## config.mk

```make
export PLATFORM = sky130hd
export DESIGN_NAME = mwdpf_cell
export DESIGN_NICKNAME = d
export VERILOG_FILES = /design/src/rtl/core/assert_macros.svh /design/src/rtl/core/mwdpf_pkg.sv /design/src/rtl/core/mwdpf_cell.sv
export SDC_FILE = /design/constraint.sdc
export NUM_CORES = 1
export LEC_CHECK = 0
export ABC_AREA = 1
export ABC_CLOCK_PERIOD_IN_PS = 7930
export BUFFER_PORTS_ARGS = -buffer_cell sky130_fd_sc_hd__buf_2
export CAP_MARGIN = 20
export CORE_MARGIN = 5
export CORE_UTILIZATION = 55
export CTS_CLUSTER_SIZE = 24
export DETAILED_ROUTE_END_ITERATION = 8
export MAX_ROUTING_LAYER = met4
export PLACE_DENSITY_LB_ADDON = 0.05
export SKIP_CTS_REPAIR_TIMING = 1
export SYNTH_ARGS = -nofsm -noshare
export SYNTH_HDL_FRONTEND = slang
export SYNTH_SLANG_ARGS = --single-unit
```

## constraint.sdc

```tcl
create_clock -name clk_i -period 7.93 [get_ports clk_i]
set_input_delay 0.793 -clock clk_i [delete_from_list [all_inputs] [get_ports clk_i]]
set_output_delay 0.793 -clock clk_i [all_outputs]
set_load 0.02 [all_outputs]
```

## src/rtl/core/assert_macros.svh

```systemverilog
// ----------------------------------------------------------------------------
// Assertion macros
// Shared concurrent assertion wrappers, clocked on clk_i, off during reset.
// ----------------------------------------------------------------------------
`ifndef ASSERT_MACROS_SVH
`define ASSERT_MACROS_SVH

// property must hold at every clock edge out of reset
`define ASSERT_PROP(lbl, prop, msg) \
  lbl: assert property (@(posedge clk_i) disable iff (!rst_ni) prop) else $error(msg);

// condition must never be seen
`define ASSERT_NEVER(lbl, cond, msg) \
  `ASSERT_PROP(lbl, !(cond), msg)

`endif

```

## src/rtl/core/mwdpf_pkg.sv

```systemverilog
// ----------------------------------------------------------------------------
// Multi-width derivative peak finder package
// Sizes, payload types and codes shared by the peak finder files.
// ----------------------------------------------------------------------------
package mwdpf_pkg;

  localparam int MAX_WIDTH   = 12;
  localparam int MIN_WIDTH   = 6;
  localparam int MAX_PEAKS   = 100;
  localparam int MAX_SAMPLES = 4096;
  localparam int SAMPLE_BITS = 16;

  localparam int NUM_WIDTHS = MAX_WIDTH - MIN_WIDTH + 1;
  localparam int HIST_DEPTH = MAX_WIDTH + 1;
  localparam int WID_W      = $clog2(MAX_WIDTH + 1);
  localparam int TAP_W      = (MAX_WIDTH > 1) ? $clog2(MAX_WIDTH) : 1;
  localparam int IDX_W      = $clog2(MAX_SAMPLES);
  localparam int PNUM_W     = (MAX_PEAKS > 1) ? $clog2(MAX_PEAKS) : 1;
  localparam int CNT_W      = $clog2(MAX_PEAKS + 1);
  localparam int SLOPE_W    = SAMPLE_BITS + 2;
  localparam int CMP_W      = SLOPE_W + 2;

  localparam int DTHR_W     = 18;
  localparam int STHR_W     = 17;
  localparam int CFG_DATA_W = DTHR_W;
  localparam int CFG_IDX_W  = 2;

  localparam logic [DTHR_W-1:0] DERIV_RST = DTHR_W'(40);
  localparam logic [DTHR_W-1:0] RISE_RST  = DTHR_W'(56);
  localparam logic [STHR_W-1:0] STEP_RST  = STHR_W'(23);

  typedef enum logic [CFG_IDX_W-1:0] {
    REG_DERIV = 2'd0,
    REG_RISE  = 2'd1,
    REG_STEP  = 2'd2
  } reg_idx_e;

  typedef enum logic [1:0] {
    KIND_NEW     = 2'd0,
    KIND_REPLACE = 2'd1,
    KIND_DONE    = 2'd2
  } kind_e;

  typedef logic signed [SAMPLE_BITS-1:0] sample_t;
  typedef logic signed [SLOPE_W-1:0]     slope_t;

  typedef struct packed {
    logic [DTHR_W-1:0] deriv;
    logic [DTHR_W-1:0] rise;
    logic [STHR_W-1:0] step;
  } cfg_t;

  typedef struct packed {
    sample_t sample;
    logic    end_of_waveform;
  } in_item_t;

  typedef struct packed {
    kind_e             kind;
    logic [PNUM_W-1:0] peak_number;
    logic [IDX_W-1:0]  position;
    sample_t           height;
    logic [CNT_W-1:0]  peak_count;
  } out_item_t;

endpackage

```

## src/rtl/core/mwdpf_cell.sv

```systemverilog
// ----------------------------------------------------------------------------
// Peak finder width cell
// Slope line and firing test for one width; passes the taken flag down the
// row so the widest firing cell wins.
// ----------------------------------------------------------------------------
module mwdpf_cell import mwdpf_pkg::*; (
  input  logic             clk_i,
  input  logic             en_i,
  input  logic             eval_i,
  input  logic [WID_W-1:0] width_i,
  input  sample_t          sample_i,
  input  sample_t          sw_i,
  input  sample_t          sw1_i,
  input  cfg_t             thr_i,
  input  logic             taken_i,
  output logic             taken_o,
  output logic             win_o
);

  slope_t             line_q [MAX_WIDTH];
  slope_t             d;
  slope_t             push_d;
  slope_t             old;
  logic [WID_W-1:0]   wm1;
  logic [TAP_W-1:0]   tap;
  logic signed [CMP_W-1:0] rise_diff;
  logic signed [CMP_W-1:0] step_diff;
  logic               fire;

  assign wm1 = width_i - WID_W'(1);
  assign tap = wm1[TAP_W-1:0];
  assign old = line_q[tap];

  assign d = (SLOPE_W'(sample_i) <<< 1) - SLOPE_W'(sw_i) - SLOPE_W'(sw1_i);
  assign rise_diff = CMP_W'(d) - CMP_W'(old);
  assign step_diff = CMP_W'(sample_i) - CMP_W'(sw_i);

  assign fire = eval_i
              && (CMP_W'(d) >= $signed(CMP_W'(thr_i.deriv)))
              && (rise_diff > $signed(CMP_W'(thr_i.rise)))
              && (step_diff > $signed(CMP_W'(thr_i.step)));

  assign win_o   = fire && !taken_i;
  assign taken_o = fire || taken_i;
  assign push_d  = eval_i ? d : '0;

  always_ff @(posedge clk_i) begin
    if (en_i) begin
      line_q[0] <= push_d;
      for (int k = 1; k < MAX_WIDTH; k++) begin
        line_q[k] <= line_q[k-1];
      end
    end
  end

endmodule
```

==> key figures, run 1 <==
Run status
  – Status: finished, final reports clean

Worst setup path
  – CP dominant cell by count: nand2_1
  – Worst Setup End Kind: output pin
  – Critical path fanouts, max: 50
  – Critical Path Stages: 31
  – Critical path class: in -> out
  – Crit path required time: 7.14 ns
  – Delay-heaviest family, CP: simple AND/OR/NAND/NOR gates
  – CP Launch Type: input port
  – Buf/Inv on CP: 5
  – Crit-path max cell delay: 0.51 ns
  – Critical Path AT: between 6 and 7 ns
  – Crit path max-delay cell type: buf_4
  – Worst r2r path cells: 0

Finish
  – Layout cells sized above 1: 13.0%
  – # fillers: 2,101
  – Largest reg by FF count: line_q
  – Largest regs: line_q x216
  – Max reg flops: 216
  – # nets final: approximately 1,800
  – P&R area growth vs syn: 11.8%
  – Final cell count without fillers: 1,927

Logic synthesis
  – Multiplexer area fraction after synthesis: 0%
  – Largest family of logic cells by synthesized area: simple AND/OR/NAND/NOR gates
  – Cell Area, Synth: 13,500 µm²
  – Synth unique cells: between 50 and 60
  – Synth Area in XOR/XNOR: 3.12%
  – FFs w/ async S/R, synth: 0%
  – Net Count, Synth: 1,702
  – Ys Warns: 0
  – Post-Synthesis Cells: 1,475
  – Synth Register Bits: 216
  – Yosys top cell area share: 48.0%
  – EDFF count, synth: 216
  – Ys flop type: edfxtp_1
  – Syn avg cell area: 9.17 µm²
  – Post-synthesis simple-gate area fraction: 18.6%
  – Sequential area share after synthesis: 48.0%
  – Adder-Cell Fraction of Synth Area: 11.9%
  – Post-synthesis compound-gate area fraction: 10.3%
  – Cell taking the most area after synthesis: edfxtp_1
  – Synth top area cells: edfxtp_1 (48%), ha_1 (9.3%), nand2_1 (8.2%), inv_1 (6.1%), nor2_1 (4.4%)

Global routing
  – Initial antenna violation count: 7
  – Pin count of the biggest net entering global routing: ~100
  – Total GRT Usage: 23.1%
  – First-pass GRT wire length: 51,200 µm
  – Grt total ovfl: 0
  – Vias in the first global route: 9,983

Pwr
  – Worst vdd ir: 0.225 mV
  – Pwr Total: 3.95 mW
  – P per Cell Area: around 260 nW/µm²
  – Static Leakage: 6.95 nW

Hold path
  – Hold Path Depth: 0
  – Hold crit path type: reg -> reg

Timing
  – Final TNS setup: 0 ns
  – Max Fclk: 141 MHz
  – Final Max Tran Viols: 0
  – RSZ-0062 raised after global routing: no
  – Worst slew pin tran: between 0.9 and 1 ns
  – Endpoints failing setup: 0
  – Final Cycle Share: between 80% and 90%
  – Tmin final: slightly above 7 ns
  – Clock Skew: 0.0210 ns
  – Relative slew slack: 34.5%
  – Final hold vios: 0

Floorplanning
  – DIE WIDTH: roughly 170 µm
  – Die height: 167 µm
  – Die ar.: about 28,000 µm²
  – Area of the core: about 24,000 µm²
  – Initial Util: ~56%
  – Rows: 57
  – # IOs: roughly 110

Routing
  – DR vias: 10,200
  – Initial DRC count: roughly 910
  – DR DRC count: 0
  – Wirelength per Cell: 16.5 µm
  – Final ANT Viol Nets: 0
  – Total wire length: 31,700 µm
  – TritonRoute pass-1 iters: 5
  – Vias/cell: 5.29

Clocking
  – Clock Tree Buf Depth: 3
  – Sink Count: 216
  – CTS Buf Count: 24
  – Worst-skew pair later-pin latency: ~0.53 ns
  – Root Buffer: clkbuf_16
  – H-tree depth: 1
  – Clk pin slew, worst setup/hold paths: 0.06 ns
  – CTS tree: yes

Place
  – GPL Wtd Cong: 0.923
  – DP Cell Count: 1,878
  – Port buffer count: 110
  – Detailed placement HPWL: 23,700 µm

Run
  – Max Cap Viol: 0
[path summary, 6_finish.rpt]
path	startpoint	to	slack, ns
min	line_q[5][10]$_DFFE_PP_	line_q[6][10]$_DFFE_PP_	0.43
max	width_i[0]	taken_o	0.84
min reg2reg	line_q[5][10]$_DFFE_PP_	line_q[6][10]$_DFFE_PP_	0.43
max reg2reg	line_q[7][8]$_DFFE_PP_	line_q[8][8]$_DFFE_PP_	7.24
[placed cells by master, fill, tap and decap left out, types with 4 or more instances in the layout]
cell type  count
o221ai_1      13
inv_1        219
o22ai_1       28
nand2_1      296
o21bai_1       5
a31oi_1        4
clkinv_1       8
nand3_1       57
fa_1          18
clkbuf_16     24
inv_2         10
buf_2        108
diode_2        7
a21boi_0       4
nand2_4        5
xnor2_1       11
nor2_1       160
nand3_2       10
xor2_1        30
o21ai_0       93
ha_1         100
edfxtp_1     216
nor3_1         8
buf_4         11
nand4_1       20
o211ai_1      13
o21ai_1        6
a21oi_1       55
nand2_2       19
[synthesized netlist by cell type, types with 4 or more instances]
library cell  instances
o21ai_0              93
o211ai_1             13
a21oi_1              55
ha_1                100
xnor2_1              11
a21boi_0              4
nand2_2              19
nand2_4               5
o21ai_1               6
edfxtp_1            216
nand4_1              20
nand3_1              57
o221ai_1             13
o21bai_1              5
inv_1               219
xor2_1               30
buf_2                 5
fa_1                 18
clkbuf_1             24
o22ai_1              28
buf_4                 4
inv_2                10
nor3_1                8
a31oi_1               4
nand2_1             296
buf_6                 5
nor2_1              160
nand3_2              10
[routing by layer]
metal  track usage (%)  up-vias  share of wire [%]
met4              4.94        0                2.0
met2              35.9      293                 46
met3              4.46       45                6.6
met5                 -        -                  0
li1                  -     5184                  -
met1              32.0     4673                 46
[power by group]
part | switching [mW] | internal (mW)
Sequential | 0.0411 | 1.37
Clock | 0.433 | 0.619
Combinational | 0.940 | 0.551
[cells by family after synthesis]
logic type,after synthesis
simple gates,586
buf+inv,272
compound gates,239
flops,216
fa+ha+maj,118
xor+xnor,44
[stage by stage]
stage / cell area [µm²] / setup WS [ns] / util [%] / hold WS [ns]
6_report: 15100 / 0.838 / 62.3 / 0.430
5_1_grt: 15100 / 0.328 / 62.3 / 0.437
4_1_cts: 15100 / 0.895 / 62.3 / 0.426
3_5_place_dp: 14400 / 0.953 / 59.2 / 0.426
3_3_place_gp: 14400 / 1.12 / 59.2 / 0.424
2_1_floorplan: 13500 / 1.17 / - / 0.421
[cell type report]
| cell class | count | area [µm²] | area share [%] |
|---|---|---|---|
| antenna | 7 | 17.5 | 0.116 |
| clock buffer | 27 | 612 | 4.05 |
| clock inverter | 15 | 135 | 0.894 |
| inverter | 231 | 872 | 5.77 |
| multi-input combinational | 987 | 5950 | 39.4 |
| sequential | 216 | 6490 | 42.9 |
| tap | 324 | 405 | 2.68 |
| timing repair buffer | 120 | 637 | 4.21 |
(Power assumes the default switching activity.)
==> run 2, diff against run 1 <==
--- a/config.mk
+++ b/config.mk
@@ -6,7 +6,6 @@
 export NUM_CORES = 1
 export LEC_CHECK = 0
 export ABC_AREA = 1
-export ABC_CLOCK_PERIOD_IN_PS = 7930
 export BUFFER_PORTS_ARGS = -buffer_cell sky130_fd_sc_hd__buf_2
 export CAP_MARGIN = 20
 export CORE_MARGIN = 5
@@ -14,7 +13,7 @@
 export CTS_CLUSTER_SIZE = 24
 export DETAILED_ROUTE_END_ITERATION = 8
 export MAX_ROUTING_LAYER = met4
-export PLACE_DENSITY_LB_ADDON = 0.05
+export PLACE_DENSITY = 0.71
 export SKIP_CTS_REPAIR_TIMING = 1
 export SYNTH_ARGS = -nofsm -noshare
 export SYNTH_HDL_FRONTEND = slang
==> run 2 against run 1 <==
Against the previous run:
- non-clock buffer count down 2
- largest power group unchanged
- core utilization down 0.37 points
- fmax up 4.4%
- final area down 0.60%
- sequential power about the same
- flip-flop and latch count unchanged
==> key figures, run 2 (same netlist as run 1, synthesis figures left out) <==
Run status
  – Status: finished, final reports clean

Timing
  – WHS: 0.434 ns
  – Tmin final: approximately 6.8 ns
  – Final Max Tran Viols: 0
  – Clock Skew: 0.0174 ns
  – Endpoints failing setup: 0
  – Final hold vios: 0
  – Final Cycle Share: 85.7%
  – RSZ-0062 raised after global routing: no
  – Max Fclk: roughly 150 MHz
  – Worst slew pin tran: ~1.1 ns
  – Relative slew slack: between 20% and 30%
  – Final TNS setup: 0 ns

Finish
  – Largest reg by FF count: line_q
  – Largest regs: line_q x216
  – Layout cells sized above 1: 12.9%
  – # fillers: 2,093
  – # nets final: 1,804
  – Design area: 15,000 µm²
  – Max reg flops: 216
  – Commonest non-fill, non-tap cell in the layout: nand2_1
  – Commonest non-fill, non-tap cells in the layout: nand2_1 (296), inv_1 (219), edfxtp_1 (216)
  – P&R area growth vs syn: 11.1%

Place
  – Detailed placement HPWL: 23,900 µm
  – Port buffer count: 110
  – GPL Wtd Cong: about 0.88
  – Placed Instance Area: 14,300 µm²

Global routing
  – Pin count of the biggest net entering global routing: 140
  – First-pass GRT wire length: 51,800 µm
  – Grt total ovfl: 0
  – Initial antenna violation count: 6
  – Vias in the first global route: 10,200
  – Total GRT Usage: 23.2%

Clocking
  – Sink Count: around 220
  – Root Buffer: clkbuf_16
  – CTS Buf Count: 23
  – Worst-skew pair later-pin latency: 0.53 ns
  – Clk pin slew, worst setup/hold paths: 0.06 ns
  – Clock Tree Buf Depth: 3
  – H-tree depth: 1
  – CTS tree: yes

Routing
  – Final ANT Viol Nets: 0
  – DR vias: 10,300
  – Wirelength per Cell: 16.7 µm
  – DR DRC count: 0
  – Total wire length: 32,000 µm
  – TritonRoute pass-1 iters: 6
  – Initial DRC count: around 830
  – Vias/cell: 5.37

Worst setup path
  – CP Launch Type: input port
  – Worst Setup End Kind: output pin
  – Critical path fanouts, max: 53
  – Crit-path max cell delay: 0.41 ns
  – Delay-heaviest family, CP: simple AND/OR/NAND/NOR gates
  – Worst r2r path cells: 0
  – Critical Path AT: ~6 ns
  – Crit path max-delay cell type: fa_1
  – Buf/Inv on CP: 5
  – Crit path required time: 7.14 ns
  – Critical path class: in -> out
  – CP dominant cell by count: nand2_1
  – Critical Path Stages: 35

Hold path
  – Hold crit path type: reg -> reg
  – Hold Path Depth: 0

Pwr
  – Cell-internal power: 2.45 mW
  – Static Leakage: ~6.9 nW
  – Combinational fraction of design power: between 30% and 40%
  – Sw power: 1.42 mW
  – Reg power frac: between 30% and 40%
  – Clk pwr share: about a quarter
  – P per Cell Area: 258 nW/µm²
  – Worst vdd ir: 0.151 mV
  – Pwr Total: 3.88 mW
  – Net Sw Frac: 36.7%

Floorplanning
  – Rows: 57
  – Die ar.: 27,800 µm²
  – Initial Util: ~56%
  – # IOs: 111
  – Die height: 167 µm
  – DIE WIDTH: 167 µm
  – Area of the core: 24,200 µm²

Run
  – Max Cap Viol: 0
[run 2: cell count changes in the layout (fill, tap and decap cells not counted)]
cell        delta
bufinv_16      -2
clkbuf_16      -1
diode_2        -1
inv_16         +1
buf_4          -2
inv_6          -2
clkbuf_1       +1
inv_8          +1
clkinv_2       +3
clkinv_8       -1
clkinv_1       -3
clkinvlp_4     +1
[run 2: metrics by stage]
stage	std cells	setup slack [ns]	utilization (%)
4_1_cts	1916	1.12	61.9
6_report	1922	1.14	62.0
5_1_grt	1922	0.611	62.0
3_3_place_gp	1876	1.31	59.1
3_5_place_dp	1876	1.14	59.1
2_1_floorplan	1475	1.17	-
[run 2: area by class of cell]
cell class,instances,area [µm²],share of cell area (%)
Clock inverter,13,83.8,0.558
Antenna cell,6,15.0,0.0999
Clock buffer,27,591,3.93
Multi-Input combinational cell,987,5950,39.6
Sequential cell,216,6490,43.2
Timing Repair Buffer,118,622,4.14
Tap cell,324,405,2.70
Inverter,231,872,5.80
[run 2: power groups by stage]
stage / Combinational, mW / Sequential [mW] / Clock [mW]
2_1_floorplan: 1.11 / 1.41 / 0
3_3_place_gp: 1.47 / 1.43 / 0
3_5_place_dp: 1.50 / 1.43 / 0
4_1_cts: 1.50 / 1.41 / 0.995
5_1_grt: 1.72 / 1.42 / 1.05
6_report: 1.50 / 1.41 / 0.974
[run 2: path summary, 6_finish.rpt]
path,startpoint,end,slack (ns)
min reg2reg,line_q[2][1]$_DFFE_PP_,line_q[3][1]$_DFFE_PP_,0.43
min,line_q[2][1]$_DFFE_PP_,line_q[3][1]$_DFFE_PP_,0.43
max reg2reg,line_q[0][2]$_SDFFCE_PN0P_,line_q[1][2]$_DFFE_PP_,7.23
max,width_i[0],win_o,1.14
[run 2: layer usage]
metal	track usage (%)	share of wire, %	vias up
li1	-	-	5169
met1	32.0	45	4762
met2	36.6	46	351
met3	4.10	7.2	44
met4	4.80	2.0	0
met5	-	0	-
==> run 3, diff against run 2 <==
--- a/config.mk
+++ b/config.mk
@@ -5,10 +5,10 @@
 export SDC_FILE = /design/constraint.sdc
 export NUM_CORES = 1
 export LEC_CHECK = 0
-export ABC_AREA = 1
+export ABC_AREA = 0
 export BUFFER_PORTS_ARGS = -buffer_cell sky130_fd_sc_hd__buf_2
 export CAP_MARGIN = 20
-export CORE_MARGIN = 5
+export CORE_MARGIN = 4
 export CORE_UTILIZATION = 55
 export CTS_CLUSTER_SIZE = 24
 export DETAILED_ROUTE_END_ITERATION = 8
==> run 3 against run 2 <==
Against the previous run:
- sequential share of layout area rose by 2.2 points
- non-clock buffer count rose by 8
- count of clock-buffer cells in the layout fell by 3
- register-to-register slack barely moved
- power fell by 0.93%
- cell count fell by 29%
- flip-flop and latch count did not move
- highest routed layer unchanged
- combinational power fell by 4%
- via count fell by 23%
- fmax fell by 11%
- sequential power barely moved
==> key figures, run 3 <==
Worst setup path
  – Crit-path max cell delay: 0.49 ns
  – Critical path fanouts, max: 5
  – CP dominant cell by count: ha_1
  – Worst Setup End Kind: output pin
  – CP Launch Type: input port
  – Critical path class: in -> out
  – Crit path max-delay cell type: fa_1
  – Buf/Inv on CP: 2
  – Delay-heaviest family, CP: compound AO/OA/AOI/OAI gates
  – Critical Path AT: 6.87 ns
  – Crit path required time: 7.14 ns

Global routing
  – Met2 usage: 34.2%
  – Vias in the first global route: 8,127
  – Grt total ovfl: 0
  – Met1 Use GR: 29.1%
  – First-pass GRT wire length: approximately 43,000 µm
  – Initial antenna violation count: 5
  – Met3 Usage GRT: 3.31%
  – Gr busiest metal: met2
  – Pin count of the biggest net entering global routing: 134
  – Total GRT Usage: 21.6%

Timing
  – Max Fclk: ~130 MHz
  – Final Max Tran Viols: 0
  – Worst slew pin tran: 1.08 ns
  – Final TNS setup: 0 ns
  – Tmin final: 7.67 ns
  – Final hold vios: 0
  – RSZ-0062 raised after global routing: no
  – Clock Skew: between 0.01 and 0.015 ns
  – Final Cycle Share: 96.7%
  – Relative slew slack: between 20 and 30%
  – Endpoints failing setup: 0

Logic synthesis
  – Sequential area share after synthesis: 51.5%
  – FFs w/ async S/R, synth: 0%
  – Ys flop type: edfxtp_1
  – Syn avg cell area: 13.4 µm²
  – EDFF count, synth: 216
  – Ys Warns: 0
  – Yosys top cell area share: 51.5%
  – Synth top area cells: edfxtp_1 (52%), ha_1 (9.9%), mux4_2 (9.7%), inv_1 (3.1%), fa_1 (2.9%)
  – Synth unique cells: 73
  – Net Count, Synth: 1,165
  – Cell Area, Synth: between 10,000 and 15,000 µm²
  – Most common cell in the synthesized netlist: edfxtp_1
  – Synth Register Bits: 216
  – Cell taking the most area after synthesis: edfxtp_1
  – Most frequent cells after synthesis: edfxtp_1 (216), inv_1 (103), ha_1 (100)
  – Post-Synthesis Cells: between 900 and 1,000

Finish
  – Commonest non-fill, non-tap cell in the layout: edfxtp_1
  – Max reg flops: 216
  – # fillers: 1,750
  – Design area: approximately 14,000 µm²
  – Post-layout util: 63.4%
  – # nets final: 1,293
  – Commonest non-fill, non-tap cells in the layout: edfxtp_1 (216), buf_2 (108), inv_1 (103)
  – Largest reg by FF count: line_q
  – Layout cells sized above 1: 23.0%
  – Final cell count without fillers: 1,372
  – P&R area growth vs syn: 13.6%
  – Largest regs: line_q x216

Place
  – DP Cell Count: 1,323
  – Placed Instance Area: 13,500 µm²
  – GPL Wtd Cong: 0.942
  – Port buffer count: 110
  – Detailed placement HPWL: 20,700 µm

Clocking
  – CTS tree: yes
  – Sink Count: between 200 and 250
  – Worst-skew pair later-pin latency: 0.51 ns
  – Clk pin slew, worst setup/hold paths: 0.06 ns
  – H-tree depth: 1
  – CTS Buf Count: 23
  – Root Buffer: clkbuf_16
  – Clock Tree Buf Depth: 3

Pwr
  – Worst vdd ir: 0.172 mV
  – Net Sw Frac: 32.8%
  – Static Leakage: 5.85 nW
  – Cell-internal power: 2.58 mW
  – Combinational fraction of design power: 37.4%
  – Reg power frac: between 30% and 40%
  – Sw power: ~1.3 mW
  – Clk pwr share: 25.9%
  – P per Cell Area: 269 nW/µm²

Routing
  – Initial DRC count: 491
  – DR DRC count: 0
  – DR vias: between 7,000 and 8,000
  – TritonRoute pass-1 iters: 4
  – Total wire length: 27,100 µm
  – Final ANT Viol Nets: 0
  – Wirelength per Cell: 19.8 µm
  – Vias/cell: 5.82

Floorplanning
  – Initial Util: 55.8%
  – DIE WIDTH: 159 µm
  – Die height: approximately 160 µm
  – Area of the core: 22,600 µm²
  – Rows: 55
  – # IOs: ~110
  – Die ar.: 25,400 µm²

Run status
  – Status: finished, final reports clean

Hold path
  – Hold crit path type: reg -> reg

Run
  – Max Cap Viol: 0
-- run 3: layer usage --
layer  up-vias  part of all wire, %
li1       3829                    -
met1      3874                   45
met2       230                   47
met3        48                  5.1
met4         0                  2.8
met5         -                    0
-- run 3: area by class of cell --
type	count	area, µm²	area share [%]
Sequential cell	216	6490	45.3
Clock inverter	17	125	0.875
Multi-Input combinational cell	595	5660	39.6
Timing Repair Buffer	126	694	4.85
Inverter	104	390	2.73
Tap cell	285	357	2.49
Clock buffer	24	579	4.05
Antenna cell	5	12.5	0.0875
-- run 3: worst paths after layout --
check | from | to | slack [ns] | depth (start not counted)
max | sample_i[1] | win_o | 0.26 | 28
min | line_q[2][9]$_DFFE_PP_ | line_q[3][9]$_DFFE_PP_ | 0.44 | 0
max reg2reg | line_q[0][17]$_SDFFCE_PN0P_ | line_q[1][17]$_DFFE_PP_ | 7.24 | 0
min reg2reg | line_q[2][9]$_DFFE_PP_ | line_q[3][9]$_DFFE_PP_ | 0.44 | 0
-- run 3: logic make-up after synthesis --
logic type	Yosys count	share of synthesized area, %
flip-flops	216	51.5
AND/OR/NAND/NOR	183	7.64
AO/OA/AOI/OAI	169	9.00
buffers and inverters	127	4.02
adder cells (fa/ha/maj)	119	12.9
multiplexers	78	11.6
XOR/XNOR	46	3.38
-- run 3: power by group through the flow --
stage	Combinational (mW)	Clock, mW	Sequential, mW
2_1_floorplan	1.03	0	1.41
3_3_place_gp	1.36	0	1.43
3_5_place_dp	1.38	0	1.43
4_1_cts	1.39	1.02	1.41
5_1_grt	1.59	1.07	1.42
6_report	1.44	0.997	1.41
-- run 3: through the flow --
stage / hold slack (ns) / total power [mW] / worst slack [ns]
after floorplan: 0.421 / 2.44 / 0.0835
after global placement: 0.422 / 2.78 / 0.0307
after detailed placement: 0.427 / 2.81 / -0.0410
after CTS: 0.437 / 3.82 / -0.0429
after global routing: 0.442 / 4.08 / 0.00472
final: 0.439 / 3.84 / 0.262
